File: src/rtl/brl_pkg.sv
package brl_pkg;

    localparam int BRL_COORD_BITS  = 12;
    localparam int BRL_COLOR_BITS  = 4;
    localparam int BRL_QUEUE_DEPTH = 2;

    typedef enum logic
    {
        OP_START = 1'b0,
        OP_STEP  = 1'b1
    } brl_op_t;

    // step direction of one axis: move = 0 means the axis never changes
    typedef struct packed
    {
        logic neg;
        logic move;
    } brl_dir_t;

endpackage

File: src/rtl/brl_in_if.sv
interface brl_in_if
    import brl_pkg::*;
#(
    parameter int COORD_BITS = BRL_COORD_BITS
);
    logic                         valid;
    logic                         ready;
    brl_op_t                      operation;
    logic signed [COORD_BITS-1:0] start_x;
    logic signed [COORD_BITS-1:0] start_y;
    logic signed [COORD_BITS-1:0] end_x;
    logic signed [COORD_BITS-1:0] end_y;
    logic [BRL_COLOR_BITS-1:0]    ink;

    modport source
    (
        output valid, operation, start_x, start_y, end_x, end_y, ink,
        input  ready
    );

    modport sink
    (
        input  valid, operation, start_x, start_y, end_x, end_y, ink,
        output ready
    );
endinterface

File: src/rtl/brl_out_if.sv
interface brl_out_if
    import brl_pkg::*;
#(
    parameter int COORD_BITS = BRL_COORD_BITS
);
    logic                         valid;
    logic                         ready;
    logic signed [COORD_BITS-1:0] pixel_x;
    logic signed [COORD_BITS-1:0] pixel_y;
    logic [BRL_COLOR_BITS-1:0]    pixel_color;
    logic                         valid_res;
    logic                         last;

    modport source
    (
        output valid, pixel_x, pixel_y, pixel_color, valid_res, last,
        input  ready
    );

    modport sink
    (
        input  valid, pixel_x, pixel_y, pixel_color, valid_res, last,
        output ready
    );
endinterface

File: src/rtl/brl_cmd_if.sv
interface brl_cmd_if
    import brl_pkg::*;
#(
    parameter int COORD_BITS = BRL_COORD_BITS
);
    logic                         valid;
    logic                         ready;
    logic                         step;
    logic signed [COORD_BITS-1:0] sx;
    logic signed [COORD_BITS-1:0] sy;
    logic [COORD_BITS-1:0]        adx;
    logic [COORD_BITS-1:0]        ady;
    brl_dir_t                     x_dir;
    brl_dir_t                     y_dir;
    logic                         x_major;
    logic [BRL_COLOR_BITS-1:0]    color;

    modport source
    (
        output valid, step, sx, sy, adx, ady, x_dir, y_dir, x_major, color,
        input  ready
    );

    modport sink
    (
        input  valid, step, sx, sy, adx, ady, x_dir, y_dir, x_major, color,
        output ready
    );
endinterface

File: src/rtl/bresenham_line_rasterizer_top.sv
// channel | dir | payload                                        | accepted when
// req     | in  | operation start_x start_y end_x end_y ink      | req.valid & req.ready
// rsp     | out | pixel_x pixel_y pixel_color valid_res last     | rsp.valid & rsp.ready
//
// Throughput is one transaction per clock while rsp accepts results; a stall on rsp fills the queue and then holds req.
// A step accepted on req is written into the queue, then into the output register,
// from which it can be taken on rsp.
// Start transactions yield no result. A two-entry queue separates decode from stepping,
// so req can take up to two more transactions while a finished pixel waits on rsp.
// Reset is asynchronous, active low, and leaves no line active.
module bresenham_line_rasterizer_top
    import brl_pkg::*;
#(
    parameter int COORD_BITS  = BRL_COORD_BITS,
    parameter int QUEUE_DEPTH = BRL_QUEUE_DEPTH
)
(
    input  logic       clk,
    input  logic       rst_n,
    brl_in_if.sink     req,
    brl_out_if.source  rsp
);

    brl_cmd_if #(.COORD_BITS(COORD_BITS)) decoded ();
    brl_cmd_if #(.COORD_BITS(COORD_BITS)) queued ();

    brl_front #(
        .COORD_BITS (COORD_BITS)
    ) u_front (
        .req (req),
        .cmd (decoded)
    );

    brl_queue #(
        .COORD_BITS  (COORD_BITS),
        .QUEUE_DEPTH (QUEUE_DEPTH)
    ) u_queue (
        .clk   (clk),
        .rst_n (rst_n),
        .push  (decoded),
        .pop   (queued)
    );

    brl_back #(
        .COORD_BITS (COORD_BITS)
    ) u_back (
        .clk   (clk),
        .rst_n (rst_n),
        .cmd   (queued),
        .rsp   (rsp)
    );

endmodule

File: src/rtl/brl_front.sv
module brl_front
    import brl_pkg::*;
#(
    parameter int COORD_BITS = BRL_COORD_BITS
)
(
    brl_in_if.sink     req,
    brl_cmd_if.source  cmd
);

    logic signed [COORD_BITS:0] dx;
    logic signed [COORD_BITS:0] dy;
    logic signed [COORD_BITS:0] dx_mag;
    logic signed [COORD_BITS:0] dy_mag;

    // one extra bit so the difference of two coordinates cannot overflow
    assign dx = {req.end_x[COORD_BITS-1], req.end_x} - {req.start_x[COORD_BITS-1], req.start_x};
    assign dy = {req.end_y[COORD_BITS-1], req.end_y} - {req.start_y[COORD_BITS-1], req.start_y};

    assign dx_mag = dx[COORD_BITS] ? -dx : dx;
    assign dy_mag = dy[COORD_BITS] ? -dy : dy;

    assign cmd.valid      = req.valid;
    assign req.ready      = cmd.ready;
    assign cmd.step       = (req.operation == OP_STEP);
    assign cmd.sx         = req.start_x;
    assign cmd.sy         = req.start_y;
    assign cmd.adx        = dx_mag[COORD_BITS-1:0];
    assign cmd.ady        = dy_mag[COORD_BITS-1:0];
    assign cmd.x_dir.neg  = dx[COORD_BITS];
    assign cmd.x_dir.move = |dx;
    assign cmd.y_dir.neg  = dy[COORD_BITS];
    assign cmd.y_dir.move = |dy;
    // tie goes to y as the major axis
    assign cmd.x_major    = (dx_mag[COORD_BITS-1:0] > dy_mag[COORD_BITS-1:0]);
    assign cmd.color      = req.ink;

endmodule

File: src/rtl/brl_queue.sv
module brl_queue
    import brl_pkg::*;
#(
    parameter int COORD_BITS  = BRL_COORD_BITS,
    parameter int QUEUE_DEPTH = BRL_QUEUE_DEPTH
)
(
    input  logic       clk,
    input  logic       rst_n,
    brl_cmd_if.sink    push,
    brl_cmd_if.source  pop
);

    localparam int ENTRY_BITS = 2 + 4 * COORD_BITS + 2 * $bits(brl_dir_t) + BRL_COLOR_BITS;
    localparam int PTR_BITS   = (QUEUE_DEPTH > 1) ? $clog2(QUEUE_DEPTH) : 1;
    localparam int CNT_BITS   = $clog2(QUEUE_DEPTH + 1);

    logic [ENTRY_BITS-1:0] entry_reg [QUEUE_DEPTH];
    logic [PTR_BITS-1:0]   wr_ptr_reg;
    logic [PTR_BITS-1:0]   wr_ptr_next;
    logic [PTR_BITS-1:0]   rd_ptr_reg;
    logic [PTR_BITS-1:0]   rd_ptr_next;
    logic [CNT_BITS-1:0]   count_reg;
    logic [CNT_BITS-1:0]   count_next;
    logic [ENTRY_BITS-1:0] push_word;
    logic                  do_push;
    logic                  do_pop;

    assign push.ready = (count_reg != CNT_BITS'(QUEUE_DEPTH));
    assign pop.valid  = (count_reg != '0);
    assign do_push    = push.valid && push.ready;
    assign do_pop     = pop.valid && pop.ready;

    assign push_word = {push.step, push.sx, push.sy, push.adx, push.ady,
                        push.x_dir, push.y_dir, push.x_major, push.color};

    assign {pop.step, pop.sx, pop.sy, pop.adx, pop.ady,
            pop.x_dir, pop.y_dir, pop.x_major, pop.color} = entry_reg[rd_ptr_reg];

    always_comb
    begin
        wr_ptr_next = wr_ptr_reg;
        rd_ptr_next = rd_ptr_reg;
        count_next  = count_reg;
        if (do_push)
        begin
            wr_ptr_next = (wr_ptr_reg == PTR_BITS'(QUEUE_DEPTH - 1)) ? '0 : wr_ptr_reg + 1'b1;
        end
        if (do_pop)
        begin
            rd_ptr_next = (rd_ptr_reg == PTR_BITS'(QUEUE_DEPTH - 1)) ? '0 : rd_ptr_reg + 1'b1;
        end
        if (do_push && !do_pop)
        begin
            count_next = count_reg + 1'b1;
        end
        else if (!do_push && do_pop)
        begin
            count_next = count_reg - 1'b1;
        end
    end

    always_ff @(posedge clk or negedge rst_n)
    begin
        if (!rst_n)
        begin
            wr_ptr_reg <= '0;
            rd_ptr_reg <= '0;
            count_reg  <= '0;
        end
        else
        begin
            wr_ptr_reg <= wr_ptr_next;
            rd_ptr_reg <= rd_ptr_next;
            count_reg  <= count_next;
        end
    end

    always_ff @(posedge clk)
    begin
        if (do_push)
        begin
            entry_reg[wr_ptr_reg] <= push_word;
        end
    end

endmodule

File: src/rtl/brl_back.sv
module brl_back
    import brl_pkg::*;
#(
    parameter int COORD_BITS = BRL_COORD_BITS
)
(
    input  logic       clk,
    input  logic       rst_n,
    brl_cmd_if.sink    cmd,
    brl_out_if.source  rsp
);

    // error term and its increments: +-2^(COORD_BITS+1) fits with room to spare
    localparam int DEC_BITS = COORD_BITS + 3;

    logic signed [COORD_BITS-1:0] cur_x_reg,  cur_x_next;
    logic signed [COORD_BITS-1:0] cur_y_reg,  cur_y_next;
    logic signed [DEC_BITS-1:0]   dec_reg,    dec_next;
    logic signed [DEC_BITS-1:0]   inc_minor_reg, inc_minor_next;
    logic signed [DEC_BITS-1:0]   inc_both_reg,  inc_both_next;
    brl_dir_t                     x_dir_reg,  x_dir_next;
    brl_dir_t                     y_dir_reg,  y_dir_next;
    logic                         x_major_reg, x_major_next;
    logic [COORD_BITS:0]          left_reg,   left_next;
    logic [BRL_COLOR_BITS-1:0]    color_reg,  color_next;

    logic                         out_valid_reg, out_valid_next;
    logic signed [COORD_BITS-1:0] pix_x_reg,  pix_x_next;
    logic signed [COORD_BITS-1:0] pix_y_reg,  pix_y_next;
    logic [BRL_COLOR_BITS-1:0]    pix_color_reg, pix_color_next;
    logic                         valid_res_reg, valid_res_next;
    logic                         last_reg,   last_next;

    logic                         pop;
    logic [COORD_BITS-1:0]        major;
    logic [COORD_BITS-1:0]        minor;
    logic signed [DEC_BITS-1:0]   twice_minor;
    logic signed [DEC_BITS-1:0]   twice_major;
    logic [COORD_BITS-1:0]        x_inc;
    logic [COORD_BITS-1:0]        y_inc;
    logic                         minor_go;

    assign cmd.ready = !out_valid_reg || rsp.ready;
    assign pop       = cmd.valid && cmd.ready;

    assign major       = cmd.x_major ? cmd.adx : cmd.ady;
    assign minor       = cmd.x_major ? cmd.ady : cmd.adx;
    assign twice_minor = {2'b00, minor, 1'b0};
    assign twice_major = {2'b00, major, 1'b0};

    assign x_inc    = x_dir_reg.move ? (x_dir_reg.neg ? '1 : COORD_BITS'(1)) : '0;
    assign y_inc    = y_dir_reg.move ? (y_dir_reg.neg ? '1 : COORD_BITS'(1)) : '0;
    assign minor_go = !dec_reg[DEC_BITS-1];

    always_comb
    begin
        cur_x_next     = cur_x_reg;
        cur_y_next     = cur_y_reg;
        dec_next       = dec_reg;
        inc_minor_next = inc_minor_reg;
        inc_both_next  = inc_both_reg;
        x_dir_next     = x_dir_reg;
        y_dir_next     = y_dir_reg;
        x_major_next   = x_major_reg;
        left_next      = left_reg;
        color_next     = color_reg;

        out_valid_next = out_valid_reg && !rsp.ready;
        pix_x_next     = pix_x_reg;
        pix_y_next     = pix_y_reg;
        pix_color_next = pix_color_reg;
        valid_res_next = valid_res_reg;
        last_next      = last_reg;

        if (pop && !cmd.step)
        begin
            cur_x_next     = cmd.sx;
            cur_y_next     = cmd.sy;
            dec_next       = twice_minor - {3'b000, major};
            inc_minor_next = twice_minor;
            inc_both_next  = twice_minor - twice_major;
            x_dir_next     = cmd.x_dir;
            y_dir_next     = cmd.y_dir;
            x_major_next   = cmd.x_major;
            left_next      = {1'b0, major};
            color_next     = cmd.color;
        end
        else if (pop)
        begin
            out_valid_next = 1'b1;
            if (left_reg == '0)
            begin
                // line finished or never started: empty transaction
                pix_x_next     = '0;
                pix_y_next     = '0;
                pix_color_next = '0;
                valid_res_next = 1'b0;
                last_next      = 1'b0;
            end
            else
            begin
                pix_x_next     = cur_x_reg;
                pix_y_next     = cur_y_reg;
                pix_color_next = color_reg;
                valid_res_next = 1'b1;
                last_next      = (left_reg == (COORD_BITS+1)'(1));

                if (x_major_reg || minor_go)
                begin
                    cur_x_next = cur_x_reg + x_inc;
                end
                if (!x_major_reg || minor_go)
                begin
                    cur_y_next = cur_y_reg + y_inc;
                end
                dec_next  = dec_reg + (minor_go ? inc_both_reg : inc_minor_reg);
                left_next = left_reg - 1'b1;
            end
        end
    end

    always_ff @(posedge clk or negedge rst_n)
    begin
        if (!rst_n)
        begin
            cur_x_reg     <= '0;
            cur_y_reg     <= '0;
            dec_reg       <= '0;
            inc_minor_reg <= '0;
            inc_both_reg  <= '0;
            x_dir_reg     <= '0;
            y_dir_reg     <= '0;
            x_major_reg   <= 1'b0;
            left_reg      <= '0;
            color_reg     <= '0;
            out_valid_reg <= 1'b0;
        end
        else
        begin
            cur_x_reg     <= cur_x_next;
            cur_y_reg     <= cur_y_next;
            dec_reg       <= dec_next;
            inc_minor_reg <= inc_minor_next;
            inc_both_reg  <= inc_both_next;
            x_dir_reg     <= x_dir_next;
            y_dir_reg     <= y_dir_next;
            x_major_reg   <= x_major_next;
            left_reg      <= left_next;
            color_reg     <= color_next;
            out_valid_reg <= out_valid_next;
        end
    end

    always_ff @(posedge clk)
    begin
        pix_x_reg     <= pix_x_next;
        pix_y_reg     <= pix_y_next;
        pix_color_reg <= pix_color_next;
        valid_res_reg <= valid_res_next;
        last_reg      <= last_next;
    end

    assign rsp.valid       = out_valid_reg;
    assign rsp.pixel_x     = pix_x_reg;
    assign rsp.pixel_y     = pix_y_reg;
    assign rsp.pixel_color = pix_color_reg;
    assign rsp.valid_res   = valid_res_reg;
    assign rsp.last        = last_reg;

    a_empty_is_zero: assert property (@(posedge clk) disable iff (!rst_n)
        rsp.valid && !rsp.valid_res |->
            rsp.pixel_x == '0 && rsp.pixel_y == '0 && rsp.pixel_color == '0 && !rsp.last)
        else $error("empty transaction carries nonzero fields");

    a_final_pixel: assert property (@(posedge clk) disable iff (!rst_n)
        pop && cmd.step && left_reg == (COORD_BITS+1)'(1) |=>
            left_reg == '0 && rsp.valid && rsp.valid_res && rsp.last)
        else $error("final pixel not flagged or count not exhausted");

    a_start_silent: assert property (@(posedge clk) disable iff (!rst_n)
        pop && !cmd.step |=> !rsp.valid)
        else $error("start transaction produced a result");

    a_zero_length: assert property (@(posedge clk) disable iff (!rst_n)
        pop && !cmd.step && cmd.adx == '0 && cmd.ady == '0 |=> left_reg == '0)
        else $error("zero-length line left pixels pending");

endmodule
File: src/flat_wrapper.sv
// flat-port wrapper written by rule: the top's interface ports become plain ports
module bresenham_line_rasterizer_top_flat import brl_pkg::*;
#(
    parameter int COORD_BITS  = BRL_COORD_BITS,
    parameter int QUEUE_DEPTH = BRL_QUEUE_DEPTH
)
  (clk, rst_n, req_valid, req_operation, req_start_x, req_start_y, req_end_x, req_end_y, req_ink, req_ready, rsp_valid, rsp_pixel_x, rsp_pixel_y, rsp_pixel_color, rsp_valid_res, rsp_last, rsp_ready);
  brl_in_if #(.COORD_BITS(COORD_BITS)) req_i ();
  brl_out_if #(.COORD_BITS(COORD_BITS)) rsp_i ();
  input  logic clk;
  input  logic rst_n;
  input wire logic [$bits(req_i.valid)-1:0] req_valid;
  input wire logic [$bits(req_i.operation)-1:0] req_operation;
  input wire logic [$bits(req_i.start_x)-1:0] req_start_x;
  input wire logic [$bits(req_i.start_y)-1:0] req_start_y;
  input wire logic [$bits(req_i.end_x)-1:0] req_end_x;
  input wire logic [$bits(req_i.end_y)-1:0] req_end_y;
  input wire logic [$bits(req_i.ink)-1:0] req_ink;
  output wire logic [$bits(req_i.ready)-1:0] req_ready;
  output wire logic [$bits(rsp_i.valid)-1:0] rsp_valid;
  output wire logic [$bits(rsp_i.pixel_x)-1:0] rsp_pixel_x;
  output wire logic [$bits(rsp_i.pixel_y)-1:0] rsp_pixel_y;
  output wire logic [$bits(rsp_i.pixel_color)-1:0] rsp_pixel_color;
  output wire logic [$bits(rsp_i.valid_res)-1:0] rsp_valid_res;
  output wire logic [$bits(rsp_i.last)-1:0] rsp_last;
  input wire logic [$bits(rsp_i.ready)-1:0] rsp_ready;
  assign req_i.valid = req_valid;
  assign req_i.operation = req_operation;
  assign req_i.start_x = req_start_x;
  assign req_i.start_y = req_start_y;
  assign req_i.end_x = req_end_x;
  assign req_i.end_y = req_end_y;
  assign req_i.ink = req_ink;
  assign req_ready = req_i.ready;
  assign rsp_valid = rsp_i.valid;
  assign rsp_pixel_x = rsp_i.pixel_x;
  assign rsp_pixel_y = rsp_i.pixel_y;
  assign rsp_pixel_color = rsp_i.pixel_color;
  assign rsp_valid_res = rsp_i.valid_res;
  assign rsp_last = rsp_i.last;
  assign rsp_i.ready = rsp_ready;
  bresenham_line_rasterizer_top #(.COORD_BITS(COORD_BITS), .QUEUE_DEPTH(QUEUE_DEPTH)) u_core (.clk(clk), .rst_n(rst_n), .req(req_i), .rsp(rsp_i));
endmodule
File: config.mk
export PLATFORM = sky130hd
export DESIGN_NAME = bresenham_line_rasterizer_top_flat
export DESIGN_NICKNAME = d
export VERILOG_FILES = /design/src/rtl/brl_pkg.sv /design/src/rtl/brl_in_if.sv /design/src/rtl/brl_out_if.sv /design/src/rtl/brl_cmd_if.sv /design/src/rtl/bresenham_line_rasterizer_top.sv /design/src/rtl/brl_front.sv /design/src/rtl/brl_queue.sv /design/src/rtl/brl_back.sv /design/src/flat_wrapper.sv
export SDC_FILE = /design/constraint.sdc
export NUM_CORES = 1
export LEC_CHECK = 0
export ABC_AREA = 0
export BUFFER_PORTS_ARGS = -buffer_cell sky130_fd_sc_hd__buf_2
export CAP_MARGIN = 20
export CORE_MARGIN = 2
export CORE_UTILIZATION = 50
export DETAILED_ROUTE_END_ITERATION = 8
export MAX_ROUTING_LAYER = met4
export PLACE_DENSITY = 0.69
export RECOVER_POWER = 50
export SETUP_SLACK_MARGIN = 0.5
export SLEW_MARGIN = 20
export SYNTH_ARGS = -nofsm -noshare
export SYNTH_HDL_FRONTEND = slang
export SYNTH_SLANG_ARGS = --single-unit
File: constraint.sdc
create_clock -name clk -period 4.2 [get_ports clk]
set_clock_uncertainty 0.2 [all_clocks]
set_input_delay 0.21 -clock clk [delete_from_list [all_inputs] [get_ports clk]]
set_output_delay 0.21 -clock clk [all_outputs]
set_load 0.05 [all_outputs]
# --- Word-level counts from Yosys, hierarchy flattened ---
# Memory sizes are Yosys's and may differ from the RTL's.
# Index checks and enable logic that the tools add are counted.
word_totals:
  memories: 1
  in_bits: 57
  wordCells: 101
  ram_bits: 116
  out_inout_bits: 32
  ff_bits: 123
memory_table:
  columns: ["memory", "depth", "word_bits", "read_ports", "rd_clocked_by_memory_dff", "wr", "line_no", "source"]
  rows:
  - ["u_core.u_queue.entry_reg", 2, 58, 1, 0, 1, "brl_queue.sv:18", "logic [ENTRY_BITS-1:0] entry_reg [QUEUE_DEPTH];"]
op_classes:
  n_eq_ne: 3
  n_reduce_logical: 28
  n_addsub: 14
  n_mux: 32
  magnitude_cmp: 1
  n_bitwise: 1
op_table:
  columns: ["cell", "n"]
  rows:
  - ["two-way mux 12 bit", 16]
  - ["two-way mux 15 bit", 4]
  - ["two-way mux 13 bit", 3]
  - ["OR reduction 13 bit", 2]
  - ["subtractor 12 x 12 -> 13 bit", 2]
  - ["adder 12 bit", 2]
  - ["negation 12 bit", 2]
  - ["adder 15 bit", 1]
  - ["subtractor 13 x 12 -> 14 bit", 1]
  - ["subtractor 13 x 13 -> 14 bit", 1]
  - ["equality test 13 x 1 -> 1 bit, second input constant", 1]
  - ["logical NOT 13 bit", 1]
  - ["subtractor 13 x 1 -> 13 bit, second input constant", 1]
  - ["> comparator 12 bit", 1]
  - ["nonzero test 2 bit", 5]
  - ["logical NOT 1 bit", 7]
  - ["two-way mux 1 bit", 7]
  - ["logical AND 1 bit", 6]
  - ["AND reduction 3 bit", 2]
  - ["two-way mux 2 bit", 2]
  - ["inequality test 2 bit, second input constant", 2]
  - ["AND reduction 2 bit", 2]
  - ["logical OR 1 bit", 3]
  - ["adder 1 bit, second input constant", 2]
  - ["other kinds (3)", 3]

# --- Depth between registers and ports, before layout ---
# Gate-level depths: netlist of run 1.
logic_depth:
  word_depth: 7
  ltp_mapped: 20
  depth_no_buf: 19

# --- By module ---
# A second synthesis of run 1 with hierarchy kept.
hier_totals:
  hier_cells: 1359
  hier_area_um2: 14427.6
by_module_without_submodules:
  columns: ["mod", "area_per_inst_um2", "n_inst", "cells_per_inst", "seq_area_each_um2"]
  rows:
  - ["brl_back", 7581.0, 1, 823, 3052.9]
  - ["brl_queue", 4425.5, 1, 199, 3583.4]
  - ["brl_front", 2421.1, 1, 337, 0.0]

# --- Worst setup path after synthesis of run 1 ---
# OpenSTA, ideal clock, no wires.
synth_timing:
  kind: "register to register"
  start: "reg u_core.u_queue.count_reg[0]"
  end: "mem u_core.u_queue.entry_reg[0][0] (netlist name) (enable)"
  path_stages_with_launch: 5
  slack_ns: -0.125
  required_ns: 3.526
  path_buffers: 1
  arrival_time_ns: 3.651
  setup_time_ns: 0.474
  period_less_slack_ns: 4.325
  cell_sequence: "dfrtp_1 -> clkbuf_1 -> nand2b_1 -> nand2_1 -> nor2_1"
synth_between:
  elab_chain_cells: 4
synth_lines:
  columns: ["item", "line_no", "source"]
  rows:
  - ["from (decl)", "brl_queue.sv:23", "logic [CNT_BITS-1:0] count_reg;"]
  - ["from (signal assigned)", "brl_queue.sv:75", "count_reg <= count_next;"]
  - ["inequality test 2 bit", "brl_queue.sv:29", "assign push.ready = (count_reg != CNT_BITS'(QUEUE_DEPTH));"]
  - ["named net req_ready", "flat_wrapper.sv:19", "output wire logic [$bits(req_i.ready)-1:0] req_ready;"]
  - ["logical AND 1 bit", "brl_queue.sv:31", "assign do_push = push.valid && push.ready;"]
  - ["two-way mux 1 bit", "brl_queue.sv:81", "if (do_push)"]
  - ["two-way mux 1 bit (not written as such)", "brl_queue.sv:83", "entry_reg[wr_ptr_reg] <= push_word;"]
  - ["to (decl)", "brl_queue.sv:18", null]
# The timed path passes the listed nets, and every way through them passes these cells.

# --- Worst setup path in the final report of run 1 ---
layout_timing:
  start: "in req_start_y[10]"
  end: "mem u_core.u_queue.entry_reg[1][4] (netlist name) (data pin)"
layout_between:
  elab_chain_cells: 4
layout_lines:
  columns: ["item", "line_no", "source"]
  rows:
  - ["from (decl)", "flat_wrapper.sv:15", "input wire logic [$bits(req_i.start_y)-1:0] req_start_y;"]
  - ["subtractor 12 x 12 -> 13 bit *", "brl_front.sv:18", "assign dy = {req.end_y[COORD_BITS-1], req.end_y} - {req.start_y[COORD_BITS-1], req.start_y};"]
  - ["negation 12 bit", "brl_front.sv:21", "assign dy_mag = dy[COORD_BITS] ? -dy : dy;"]
  - ["two-way mux 12 bit *", "brl_front.sv:21", null]
  - ["> comparator 12 bit *", "brl_front.sv:35", "assign cmd.x_major = (dx_mag[COORD_BITS-1:0] > dy_mag[COORD_BITS-1:0]);"]
  - ["named net u_core.decoded.x_major", "brl_cmd_if.sv:15", "logic x_major;"]
# The timed path passes the listed nets; every way through them passes the cells marked *.

==> results of run 1 <==
==> worst register-to-register path, cell delays in order (launching register included) <==
cell and delay (ps):
edfxtp_1 540, mux2_2 380, a21oi_1 330, inv_1 120, ha_1 280, nor2b_1 130
o21a_1 170, o21ai_0 310, a21oi_1 190, a211oi_2 290, o2bb2ai_1 160, xor2_1 140
o21ai_0 90
==> stage by stage <==
| step | instance area, sq um | hold slack, ps | utilization [%] | setup WS, ps |
|---|---|---|---|---|
| floorplan | 14330 | -285.6 | - | 502.8 |
| CTS | 16480 | 28.97 | 58.84 | 536.8 |
| global placement | 15320 | 160.7 | 54.69 | 142.3 |
| detailed placement | 15320 | 157.6 | 54.69 | 84.21 |
| finish | 16680 | 93.13 | 59.53 | 508.3 |
| global route | 16680 | 121.0 | 59.53 | 270.4 |
==> logic make-up (layout without fill, tap and decap cells) <==
| kind of cell | Yosys count | count (layout) |
|---|---|---|
| AND/OR/NAND/NOR | 416 | 416 |
| AO/OA/AOI/OAI | 309 | 309 |
| flip-flops | 236 | 236 |
| buffers and inverters | 115 | 282 |
| adder cells (fa/ha/maj) | 106 | 106 |
| XOR/XNOR | 99 | 99 |
| multiplexers | 87 | 87 |
==> layer usage <==
metal,GRT usage [%],up-vias
li1,-,5277
met1,31.87,5104
met2,35.15,233
met3,2.595,44
met4,6.073,0
met5,-,-
==> power groups by stage <==
stage,logic (mW),clock network [mW],registers [mW]
after floorplan,6.33,0,4.35
after global placement,8.40,0,4.10
after detailed placement,8.58,0,4.14
after CTS,8.68,2.26,4.09
after global routing,9.90,2.34,4.16
final,8.89,2.21,4.07
==> synthesized netlist by cell type, types with 7 or more instances <==
library cell / instances / area share, %
nand2_1: 121 / 3.2
xnor2_1: 43 / 2.6
nor3_1: 34 / 1.2
o21a_1: 11 / 0.58
inv_1: 62 / 1.6
buf_2: 14 / 0.49
a21o_1: 13 / 0.68
fa_1: 7 / 0.98
a31oi_1: 21 / 0.92
xor2_1: 56 / 3.4
or3_1: 14 / 0.61
a21oi_1: 90 / 3.1
ha_1: 99 / 8.7
nand3_1: 22 / 0.77
o21ai_0: 70 / 2.4
mux2i_1: 63 / 4.4
and3_1: 14 / 0.61
a211oi_1: 35 / 1.8
buf_1: 9 / 0.24
clkbuf_1: 26 / 0.68
nor2_1: 90 / 2.4
nor2b_1: 69 / 3.0
edfxtp_1: 146 / 31
dfrtp_1: 90 / 16
nand2b_1: 15 / 0.66
o211ai_1: 12 / 0.63
mux2_2: 24 / 1.9
==> area by class of cell <==
type	instances	area [sq um]	share of cell area, %
clock buffers	30	644.4	3.864
clock inverters	16	181.4	1.088
inverters	62	235.2	1.411
multi-input cells	1017	7368	44.19
flip-flops and latches	236	6640	39.82
well taps	378	473.0	2.836
repair buffers	174	1134	6.798
==> path summary, 6_finish.rpt <==
check,to,cells past startpoint
max,u_core.u_queue.entry_reg[1][4],17
min in group asynchronous,u_core.u_back.cur_x_reg[3],2
min,u_core.u_queue.entry_reg[0][9],3
max reg2reg,u_core.u_back.inc_both_reg[12],12
max in group asynchronous,u_core.u_back.inc_minor_reg[10],3
min reg2reg,u_core.u_back.inc_minor_reg[10],2
==> repair_timing <==
item                       4_1_cts  5_1_grt
setup endpoints to repair        1       11
buffers inserted                 2       14
pin swaps                        0       22
gates cloned                     0        0
hold endpoints to repair       124        2
resized for setup                0       43
hold buffers                    32        1
==> impl_metrics.tcl, run 1 <==
set metrics [dict create \
    critPathLaunch "req_start_y[10]" \
    overflow 0 \
    timing.final.max_slew_violations 93 \
    rows 61 \
    synth_top_family_by_area "simple AND/OR/NAND/NOR gates" \
    layout_common_cells "edfxtp_1 (146), nand2_1 (121), ha_1 (93)" \
    power_switching_mw 6.708 \
    synthSimpleGateAreaFrac_pct 14.47 \
    p_total_mw 15.17 \
    crit_family "compound AO/OA/AOI/OAI gates" \
    pwr-share-comb_pct 58.6 \
    power.internal_mw 8.458 \
    slowest_delay_ps 520 \
    ys_ff_latch 236 \
    route.detailed.drc 0 \
    crit_chain "dlygate4sd3_1, clkbuf_1, inv_1, ha_2, inv_1, nand3_1, o21ai_0, a211oi_2, o311ai_2, a31oi_2, a41oi_2, xnor2_1, ha_1, nand4_1, nor2_1, a2111oi_2, nor2_1" \
    drt_first_pass_iters 5 \
    ant_nets 0 \
    postSynthCellCount 1368 \
    routed-wl-met2_microns 15430 \
    path_clk_slew_ps 60 \
    cts_buffers 25 \
    drt-met1-wl_microns 16190 \
    antenna_found_initial 0 \
    synth_seq_area_share_pct 46.39 \
    ys_types 73 \
    crit_buf_inv 4 \
    grt_use_total_pct 22.70 \
    largest_register_ff_count 116 \
    finalHoldViolations 0 \
    slowest_stage "dlygate4sd3_1" \
    violations "capacitance limit, slew limit" \
    syn_nets 1531 \
    power_frac_clock_pct 14.6 \
    fp.dieW_microns 173.2 \
    dr_wl_met3_microns 1460 \
    nFillCells 2375 \
    finalSetupViolCount 0 \
    worstPathRequired_ps 4270 \
    worstHoldPathType "in -> reg" \
    start_util_pct 51.07 \
    wl_microns 33840 \
    final_cells 1913 \
    critPathCaptureType "flop" \
    timing.rr.start "u_core.u_queue.entry_reg[1][4]" \
    grt_first_pass_wirelength_microns 53530 \
    synth_compound_area_share_pct 13.80 \
    worst_slew_pin_slew_ps 1653 \
    drv_cap 2 \
    synthToLayoutAreaGrowth_pct 16.56 \
    synthArstFlopShare_pct 38.14 \
    io_buffers 88 \
    startpoint_type "input port" \
    pin_count 89 \
    critPathKind "in -> reg" \
    cts_max_level 1 \
    syn_avg_cell_area_sq_um 10.46 \
    yosysWarningCount 0 \
    mostFrequentLayoutCell "edfxtp_1" \
    syn_area_sq_um 14310 \
    period_needed_ps 3692 \
    synth_xor_area_share_pct 6.061 \
    r2r_setup_slack_ps 700 \
    die_h_microns 173.2 \
    cts_tree "yes" \
    status "finished, violations left" \
    routed.top_layer "met4" \
    placed_cells 1818 \
    synthMuxAreaShare_pct 6.297 \
    vdd_drop_max_uv 370.8 \
    fp.dieArea_sq_um 29980 \
    worstPathArrival_ps 3760 \
    fin_crit_sh_pct 87.90 \
    maxSlewHeadroom_pct -10.22 \
    hold_start "req_start_y[0]" \
    first_iter_violations 655 \
    grt_max_degree 63 \
    place.gp.congestion 0.8673 \
    powerDensity_nw_per_um2 909.4 \
    num_antenna_cells 0 \
    core_area_sq_um 28010 \
    dp_hpwl_microns 24520 \
    routedWlPerCell_microns 17.69 \
    rsz0062_at_grt "yes" \
    synth_edf_count 146 \
    critPathMaxFanout 5 \
    cts_max_path_buffers 3 \
    clock_latency_ps 520 \
    cts.sinks 236 \
    nets 1679 \
    vias 10660 \
    timing.fmax_ghz 0.2709 \
    synth_fa_ha_area_share_pct 9.638 \
    final.setup.tns_ps 0 \
    p_leak_nw 6.905 \
    seq_power_share_pct 26.8 \
    root_buffer "clkbuf_16" \
    layout-drive-gt1-share_pct 12.31 \
    switching_share_pct 44.23 \
    grt_pass1_vias 10200 \
    synth_ff_type "edfxtp_1" \
    vias_per_cell 5.571 \
]
Power figures use the tool's default switching activity.
==> inputs of run 2 (changes only) <==
ABC_AREA = 1   (was 0)
==> run 2 against run 1 <==
  * The run still ends with capacitance limit, slew limit left
  * Synthesized cell count rose by 34%
  * First-iteration DRC count up 40%
  * Hold slack improved by 72 ps
  * Register-to-register slack about the same
  * Utilization decreased by 1.7 points
  * Critical path depth rose by 2
  * Via count grew 19%
  * Non-clock buffer count is 19 lower
  * Flip-flop and latch count stayed put
  * Sequential share of layout area is 1.0 points lower
  * Critical path type unchanged
  * Critical endpoint unchanged
  * Highest routed layer unchanged
==> impl_metrics.tcl, run 2 <==
set metrics [dict create \
    cts_max_path_buffers 3 \
    synth_area_leader_cell "edfxtp_1" \
    ys_ff_latch 236 \
    overflow 0 \
    vias 12720 \
    grt_max_degree 66 \
    route.detailed.drc 0 \
    mostFrequentLayoutCell "nand2_1" \
    fin_crit_sh_pct 86.00 \
    first_iter_violations 916 \
    cts_buffers 26 \
    cts_tree "yes" \
    synth.most_common_cell "nand2_1" \
    path_clk_slew_ps 60 \
    drv_cap 4 \
    dp_hpwl_microns 29830 \
    finalSetupViolCount 0 \
    period_needed_ps 3612 \
    root_buffer "clkbuf_16" \
    nets 2130 \
    largest_register_ff_count 116 \
    fp.dieArea_sq_um 31280 \
    finalHoldViolations 0 \
    placed_area_sq_um 15880 \
    violations "capacitance limit, slew limit" \
    grt_pass1_vias 12020 \
    synth_edf_count 146 \
    worstHoldPathType "in -> reg" \
    final_cells 2377 \
    core_area_sq_um 29560 \
    critPathKind "in -> reg" \
    syn_avg_cell_area_sq_um 8.168 \
    die_h_microns 176.9 \
    critPathCaptureType "flop" \
    yosys.area.top_type_share_pct 29.35 \
    syn_area_sq_um 14940 \
    fin_ws_ps 587.9 \
    dp_worst_setup_slack_ps 507.3 \
    drt_first_pass_iters 5 \
    place.gp.congestion 0.9274 \
    rows 63 \
    start_util_pct 50.54 \
    clock_latency_ps 530 \
    placed_cells 2288 \
    antenna_found_initial 2 \
    ant_nets 0 \
    vias_per_cell 5.350 \
    num_antenna_cells 0 \
    fin_area_sq_um 17100 \
    synthArstFlopShare_pct 38.14 \
    yosysWarningCount 0 \
    status "finished, violations left" \
    pin_count 89 \
    ys_types 52 \
    worst_slew_pin_slew_ps 2381 \
    final.setup.tns_ps 0 \
    io_buffers 88 \
    cts.sinks 236 \
    grt_use_total_pct 26.69 \
    synth_seq_area_share_pct 44.42 \
    layout_common_cells "nand2_1 (453), inv_1 (230), nor2_1 (173)" \
    layout-drive-gt1-share_pct 8.254 \
    synthToLayoutAreaGrowth_pct 14.49 \
    grt_first_pass_wirelength_microns 63490 \
    maxSlewHeadroom_pct -59.31 \
    syn_nets 1992 \
    synth_ff_type "edfxtp_1" \
    timing.fmax_ghz 0.2768 \
    ys_top_cells_by_count "nand2_1 (459), inv_1 (232), nor2_1 (178), edfxtp_1 (146), o21ai_0 (143)" \
    startpoint_type "input port" \
    postSynthCellCount 1829 \
    timing.final.max_slew_violations 181 \
    worstPathArrival_ps 3790 \
    worstPathRequired_ps 4380 \
    wl_microns 40100 \
    rsz0062_at_grt "no" \
    nFillCells 2735 \
    synth.top_cells.by_area "edfxtp_1 (29%), dfrtp_1 (15%), nand2_1 (12%)" \
    routedWlPerCell_microns 16.87 \
    cts_max_level 1 \
    critPathMaxFanout 3 \
    fp.dieW_microns 176.9 \
]
## run 2: cell count changes after synthesis, sizes merged, moves of 34 or more
cell / change
a211oi: -34
inv: +177
mux2i: -50
nand2: +344
nand3: +83
nor2: +92
nor2b: -69
o21ai: +73
## run 2: repair_timing
item | CTS | global route
buffers inserted | 0 | 8
hold buffers | 32 | 0
resized for setup | 0 | 39
setup endpoints to repair | 0 | 9
endpoints found under the hold margin | 123 | 0
## run 2: cell type report
type                       count  area (sq um)  share of cell area, %
clock buffer                  32         704.4                  4.119
clock inverter                16         90.09                 0.5267
inverter                     240         903.4                  5.282
multi-input combinational   1308          7316                  42.77
sequential                   236          6638                  38.81
tap                          390         488.0                  2.853
timing repair buffer         155         964.7                  5.640
## run 2: per-layer routing
| metal | vias to the layer above | share of wire (%) | GRT usage, % | routed length, microns |
|---|---|---|---|---|
| li1 | 6386 | - | - | - |
| met1 | 5929 | 47 | 37.59 | 18970 |
| met2 | 335 | 44 | 40.74 | 17800 |
| met3 | 66 | 5.9 | 3.587 | 2366 |
| met4 | 0 | 2.4 | 7.197 | 958 |
| met5 | - | 0 | - | 0 |
## run 2: per-stage QoR
stage,hold WS [ps],util [%]
2_1_floorplan,-285.6,-
3_3_place_gp,202.0,53.72
3_5_place_dp,200.1,53.72
4_1_cts,112.4,57.49
5_1_grt,163.0,57.86
6_report,165.1,57.86
## run 2: critical path, stage by stage
cell,delay (ps)
dlygate4sd3_1,540
clkbuf_1,160
ha_1,250
fa_2,640
ha_4,140
inv_1,30
nor2_1,90
nand3_1,100
nor2_1,100
nand3_1,90
nor2_2,150
buf_4,130
nor2_1,50
xor2_2,170
ha_1,300
nand4_1,140
nor3_2,260
a21oi_2,90
a21oi_2,140
## run 2: path summary, 6_finish.rpt
kind                                                      start                         endpoint  slack [ps]  cells past startpoint
min in group asynchronous                                 rst_n        u_core.u_back.dec_reg[10]         510                      2
worst max register to register      u_core.u_queue.count_reg[0]   u_core.u_queue.entry_reg[0][1]         690                      5
worst max-delay path                             req_start_x[0]   u_core.u_queue.entry_reg[1][4]         590                     19
worst min register to register  u_core.u_back.inc_minor_reg[10]  u_core.u_back.inc_minor_reg[10]         280                      2
max in group asynchronous                                 rst_n   u_core.u_back.inc_minor_reg[4]        1080                      3
worst min-delay path                               req_end_x[0]  u_core.u_queue.entry_reg[1][21]         170                      4
## run 2: cell families after synthesis
logic type               after synthesis  synth area share, %
XOR/XNOR                              45                2.638
adder cells (fa/ha/maj)              106                9.229
buffers and inverters                286                7.613
flip-flops                           236                44.42
AO/OA/AOI/OAI                        332                12.49
AND/OR/NAND/NOR                      811                22.74
multiplexers                          13               0.8710
Power of run 2 is not shown: default switching activity piles up to over one toggle a cycle in this logic, so the estimate is an artifact.
